[src/rtl/svr_pkg.sv]
package svr_pkg;

    localparam int SCALE_FRAC = 16;

    localparam logic [63:0] BIAS      = 64'd9223372036854775295;
    localparam logic [63:0] HALF_BIAS = BIAS >> 1;

    localparam logic       OP_LOAD   = 1'b0;
    localparam logic       OP_ENCODE = 1'b1;

    localparam logic [2:0] CFG_SCALE      = 3'd0;
    localparam logic [2:0] CFG_ACTIVE     = 3'd1;
    localparam logic [2:0] CFG_EXT_LIMBS  = 3'd2;
    localparam logic [2:0] CFG_EXT_ENABLE = 3'd3;
    localparam logic [2:0] CFG_LOG_DEGREE = 3'd4;
    localparam logic [2:0] CFG_LOG_SLOTS  = 3'd5;

    typedef struct packed {
        logic [62:0] modulus;
        logic [62:0] difference;
        logic [63:0] ratio;
        logic [6:0]  shift;
    } limb_entry_t;

    typedef struct packed {
        logic        start;
        logic [63:0] dividend;
        logic [62:0] divisor;
    } rem_req_t;

    typedef struct packed {
        logic        done;
        logic [62:0] remainder;
    } rem_rsp_t;

endpackage

[src/rtl/svr_rem.sv]
// Bit-serial restoring remainder, one dividend bit per cycle.
module svr_rem (
    input  logic               clk,
    input  logic               rst_n,
    input  svr_pkg::rem_req_t  req,
    output svr_pkg::rem_rsp_t  rsp
);

    logic        busy_reg, busy_next;
    logic        done_reg, done_next;
    logic [5:0]  count_reg, count_next;
    logic [63:0] rem_reg, rem_next;
    logic [63:0] x_reg, x_next;
    logic [62:0] p_reg, p_next;
    logic [64:0] trial;

    always_comb
    begin
        busy_next  = busy_reg;
        done_next  = 1'b0;
        count_next = count_reg;
        rem_next   = rem_reg;
        x_next     = x_reg;
        p_next     = p_reg;
        trial      = {rem_reg, x_reg[63]};
        if (trial >= {2'b00, p_reg})
        begin
            trial = trial - {2'b00, p_reg};
        end
        if (req.start)
        begin
            busy_next  = 1'b1;
            count_next = 6'd63;
            rem_next   = 64'd0;
            x_next     = req.dividend;
            p_next     = req.divisor;
        end
        else if (busy_reg)
        begin
            rem_next   = trial[63:0];
            x_next     = {x_reg[62:0], 1'b0};
            count_next = count_reg - 6'd1;
            if (count_reg == 6'd0)
            begin
                busy_next = 1'b0;
                done_next = 1'b1;
            end
        end
    end

    always_ff @(posedge clk or negedge rst_n)
    begin
        if (!rst_n)
        begin
            busy_reg  <= 1'b0;
            done_reg  <= 1'b0;
            count_reg <= 6'd0;
        end
        else
        begin
            busy_reg  <= busy_next;
            done_reg  <= done_next;
            count_reg <= count_next;
        end
    end

    always_ff @(posedge clk)
    begin
        rem_reg <= rem_next;
        x_reg   <= x_next;
        p_reg   <= p_next;
    end

    assign rsp.done      = done_reg;
    assign rsp.remainder = rem_reg[62:0];

endmodule

[config.mk]
export PLATFORM = sky130hd
export DESIGN_NAME = svr_rem
export DESIGN_NICKNAME = d
export VERILOG_FILES = /design/src/rtl/svr_pkg.sv /design/src/rtl/svr_rem.sv
export SDC_FILE = /design/constraint.sdc
export NUM_CORES = 1
export LEC_CHECK = 0
export BUFFER_PORTS_ARGS = -buffer_cell sky130_fd_sc_hd__buf_2
export CORE_MARGIN = 2
export CORE_UTILIZATION = 58
export CTS_CLUSTER_DIAMETER = 120
export DETAILED_ROUTE_END_ITERATION = 16
export PLACE_DENSITY = 0.8
export SYNTH_ARGS = -nofsm -noshare
export SYNTH_HDL_FRONTEND = slang
export SYNTH_SLANG_ARGS = --single-unit
[constraint.sdc]
create_clock -name clk -period 4.23 [get_ports clk]
set_input_delay 0.2115 -clock clk [delete_from_list [all_inputs] [get_ports clk]]
set_output_delay 0.2115 -clock clk [all_outputs]
set_load 0.01 [all_outputs]
# Word level (Yosys, flattened, before mapping)
# Index checks and enable logic that the tools add are counted.
[word_totals]
regBits = 199
in_bits = 130
output_inout_bits = 64
elab_cells = 22
[op_classes]
addsub = 2
magnitude_cmp = 1
muxes = 11
n_reduce_logical = 2
[ops]
columns = ["cell", "n"]
rows = [
  ["64-bit two-way mux", 3],
  ["65-bit by 63-bit greater-or-equal comparator with 1-bit output", 1],
  ["64-bit by 63-bit subtractor with 64-bit output", 1],
  ["6-bit two-way mux", 2],
  ["6-bit logical NOT", 1],
  ["1-bit two-way mux", 6],
  ["6-bit by 1-bit subtractor with 6-bit output (second input constant)", 1],
  ["2-bit nonzero test", 1],
]

# Depth between registers and ports, before layout
[logic_depth]
word_depth = 4
mapped_depth = 15
depth_no_buf = 13

# Worst setup path after synthesis
# No wires, ideal clock.
[synth_timing]
path_kind = "register -> register"
from = "register x_reg[63]"
to = "register rem_reg[56]"
setup_time_ns = 0.086
arrival_ns = 3.081
slack_ns = 1.064
stages_incl_launch_ff = 14
n_path_buf = 0
period_less_slack_ns = 3.166
path_cell_list = "edfxtp_1 inv_1 ha_1 inv_1 fa_1 a211oi_2 o21bai_1 a21oi_1 o21bai_1 a2111oi_4 o21a_2 mux2i_1 or3_1 a211oi_1"
[synth_via]
elab_chain_cells = 2
word_cells_on_any_way = 3
classes_between = "1 x add/sub; 1 x order compare; 1 x mux"
[synth_rtl]
columns = ["item", "line", "source"]
rows = [
  ["from (decl)", "svr_rem.sv:13", "logic [63:0] x_reg, x_next;"],
  ["from (signal assigned)", "svr_rem.sv:70", "x_reg <= x_next;"],
  ["64-bit by 63-bit subtractor with 64-bit output or 65-bit by 63-bit greater-or-equal comparator with 1-bit output (tied branches)", "svr_rem.sv:28, svr_rem.sv:26", ""],
  ["64-bit two-way mux (*)", "svr_rem.sv:26", "if (trial >= {2'b00, p_reg})"],
  ["to (signal assigned)", "svr_rem.sv:69", "rem_reg <= rem_next;"],
  ["to (decl)", "svr_rem.sv:12", "logic [63:0] rem_reg, rem_next;"],
]
# Mark *: on every way between the ends. The rest lies on a longest branch, timed or not.
# A chain may end at the register's enable or synchronous reset.

# Worst setup path after layout
[layout_timing]
from = "register rem_reg[33]"
to = "register rem_reg[15]"
[layout_via]
elab_chain_cells = 2
[layout_rtl]
columns = ["item", "line"]
rows = [
  ["65-bit by 63-bit greater-or-equal comparator with 1-bit output", "svr_rem.sv:26"],
  ["64-bit two-way mux", "svr_rem.sv:26"],
]
# No other way between the ends.

==> metrics <==
area of the die 0.0231 sq mm; Max Slew Vio Count 0; final routed DRC violation total 0; row cnt 54; Layout Nets 1641; most common flop cell mapped by yosys edfxtp_1; total of endpoints with negative setup slack in the final report 0; Crit Path Category register to register; total CTS buffers 17; share of Yosys cell area claimed by the top area cell type 0.301; final weighted congestion of routability-driven global placement 0.948; hold violation total from the final report 0; class of the tightest hold or removal check primary input to register; maximum number of pins on one net before global-route repair 110; final design area excluding fillers 0.0146 sq mm; Gates resized, CTS repair 0; Setup Total Neg Slack 0 ns; yosys warns 0; aggregate global routing overflow 0; critical path peak fanout 18; Net Count, Synth 1492; actual slew at the worst max-slew pin roughly 0.91 ns; die width approximately 150 um; P per Cell Area 534 mW/mm^2; setup repair after global routing missed its margin false; number of placed I/O pins 194; Core ar. 0.0216 sq mm; vias after detailed routing between 10000 and 15000; peak clock frequency supported by timing approximately 280 MHz; Layout fillers around 1700; Critical Path Start Type register; max-cap viol count 0; per-instance average area after synthesis 9.78 sq um; biggest area contributors in the synthesized netlist edfxtp_1, dfxtp_1, ha_1; Die Ht 152 um; cell type contributing the most total cell area after synthesis edfxtp_1; overall power 0.00780 W; time the final worst path needs with I/O delays and setup 3.61 ns; leading cell types by count after synthesis edfxtp_1, nor2_1, inv_1; synthesized cell area between 0.01 and 0.015 sq mm; number of distinct library cells after synthesis 77; setup skew after layout 0.0164 ns; total global routing track utilization 0.268; post-DP HPWL 22100 um; Critical Path AT 3.90 ns; TritonCTS clock tree done; peak ir drop on the vdd network 296 uV; number of instances in the synthesized netlist around 1300; Post-Place Cell Area 0.0133 sq mm; quantity of I/O buffers inserted on ports 193; Worst Setup End Kind register; antenna violations before repair 0; clk_lat worst skew 0.46 ns; worst path required time 4.52 ns; diode count 0; buffer type at the clock tree root clkbuf_16; proportion of synthesized flip-flops having asynchronous set or reset 0.0402; CTS sink count approximately 200; ratio of cells with drive above 1 in the final layout 0.221; number of iterations in the first detailed-routing pass 8; standby leakage power 6.29 nW; share of the yosys chip area belonging to registers 0.418; period utilisation layout 0.853; number of synthesized flops with an enable pin around 130; antenna-violating nets left 0; number of synthesized register bits 199; wire length of the first global-routing pass 51100 um; via-per-instance ratio 5.94; final wirelength 31100 um; most frequent cell after synthesis edfxtp_1; number of global-route vias before repair 10100; deepest clock path buffer count 2; worst slew margin relative to its limit 0.393; post-DR wirelength/cell 17.9 um; run status finished clean; synth-to-layout area growth 15.1%; initial DRC count 776; Clock transition at path regs 0.09 ns; # H-tree levels 4; Starting Density 0.586
==> critical path, stage by stage, from the launching register on <==
cell and delay (ns):
dfxtp_1 0.36, ha_1 0.43, a21o_1 0.26, a31oi_4 0.12
o221a_2 0.29, o21ai_1 0.30, a221o_1 0.21, a31o_1 0.29
a21o_2 0.58, buf_12 0.27, mux2i_1 0.23, a211oi_1 0.10
==> layout by cell type (no fill, tap or decap), types with 4 or more instances in the layout <==
| master | synthesis | final |
|---|---|---|
| and3_1 | 17 | 17 |
| nand2_1 | 72 | 72 |
| xnor2_1 | 34 | 34 |
| a31oi_1 | 11 | 11 |
| a21o_1 | 26 | 25 |
| mux2i_1 | 48 | 48 |
| nor2b_1 | 7 | 7 |
| a32oi_1 | 7 | 7 |
| a311oi_1 | 4 | 4 |
| xor2_1 | 22 | 22 |
| inv_1 | 88 | 87 |
| o311ai_0 | 4 | 4 |
| o21bai_1 | 15 | 15 |
| o21ai_0 | 50 | 50 |
| edfxtp_1 | 127 | 127 |
| buf_4 | 69 | 10 |
| o21ai_1 | 4 | 4 |
| a21oi_1 | 80 | 80 |
| and2_1 | 8 | 8 |
| nand2b_1 | 4 | 4 |
| inv_12 | 0 | 6 |
| o211ai_1 | 7 | 7 |
| clkbuf_16 | 0 | 17 |
| o31ai_1 | 8 | 8 |
| a211oi_1 | 54 | 54 |
| or3_1 | 7 | 7 |
| nor3_1 | 21 | 21 |
| nand3_1 | 24 | 24 |
| mux2_2 | 63 | 63 |
| o21a_1 | 11 | 11 |
| dlygate4sd3_1 | 0 | 64 |
| dfrtp_1 | 8 | 7 |
| nand4_1 | 27 | 27 |
| ha_1 | 65 | 65 |
| buf_2 | 23 | 192 |
| nor2_1 | 103 | 103 |
| dfxtp_1 | 64 | 64 |
| nor4_1 | 9 | 9 |
==> per-stage QoR <==
stage	setup WS (ns)	util	cells	hold WS, ns
global placement	0.677	0.615	1642	0.0636
global route	0.311	0.675	1738	0.0324
detailed placement	0.669	0.615	1642	0.0634
finish	0.621	0.675	1738	0.0372
floorplan	1.06	-	1296	-0.0841
CTS	0.651	0.675	1738	0.0271
==> timing repair <==
action,4_1_cts,5_1_grt
setup buffers,0,0
endpoints found under the hold margin,71,0
hold buffers,64,0
==> layer usage <==
layer  routed length (um)  GRT usage
met4                  774     0.0917
met3                 2580     0.0676
met2                14400      0.433
met5                    0          0
met1                13400      0.354
==> final timing paths <==
kind | from | endpoint | slack (ns) | cells after the start
setup / recovery | rem_reg[33] | rem_reg[15] | 0.62 | 11
hold / removal | req[63] | x_reg[0] | 0.04 | 2
setup reg to reg | rem_reg[33] | rem_reg[15] | 0.62 | 11
hold reg to reg | rem_reg[22] | rem_reg[22] | 0.52 | 2
max in group asynchronous | rst_n | busy_reg | 3.90 | 2
min in group asynchronous | rst_n | count_reg[3] | 0.13 | 2
==> report_power, final <==
group          leakage (nW)  switching [W]  total (W)  internal, W
sequential             1.89       0.000209    0.00256      0.00236
clock                 0.322       0.000931    0.00183     0.000903
combinational          4.08        0.00190    0.00340      0.00150
total                  6.29        0.00304    0.00780      0.00476
==> cell families (layout without fill, tap and decap cells) <==
group,after synthesis,count (layout),share of synthesized area
and+or+nand+nor,315,315,0.119
xor gates and xnor gates,56,56,0.0387
AOI/OAI and AO/OA,319,319,0.171
buffers and inverters,230,392,0.0940
DFF,199,199,0.418
muxes,111,111,0.0939
adders and majority gates,66,66,0.0657
==> cell type report <==
class | instances | area (sq um) | area share
clock buffer | 17 | 425 | 0.0292
tap | 280 | 350 | 0.0240
timing repair buffer | 270 | 1750 | 0.120
sequential | 199 | 5300 | 0.363
inverter | 90 | 338 | 0.0232
multi-input combinational | 867 | 6190 | 0.424
clock inverter | 15 | 240 | 0.0165
Power figures use the tool's default switching activity.
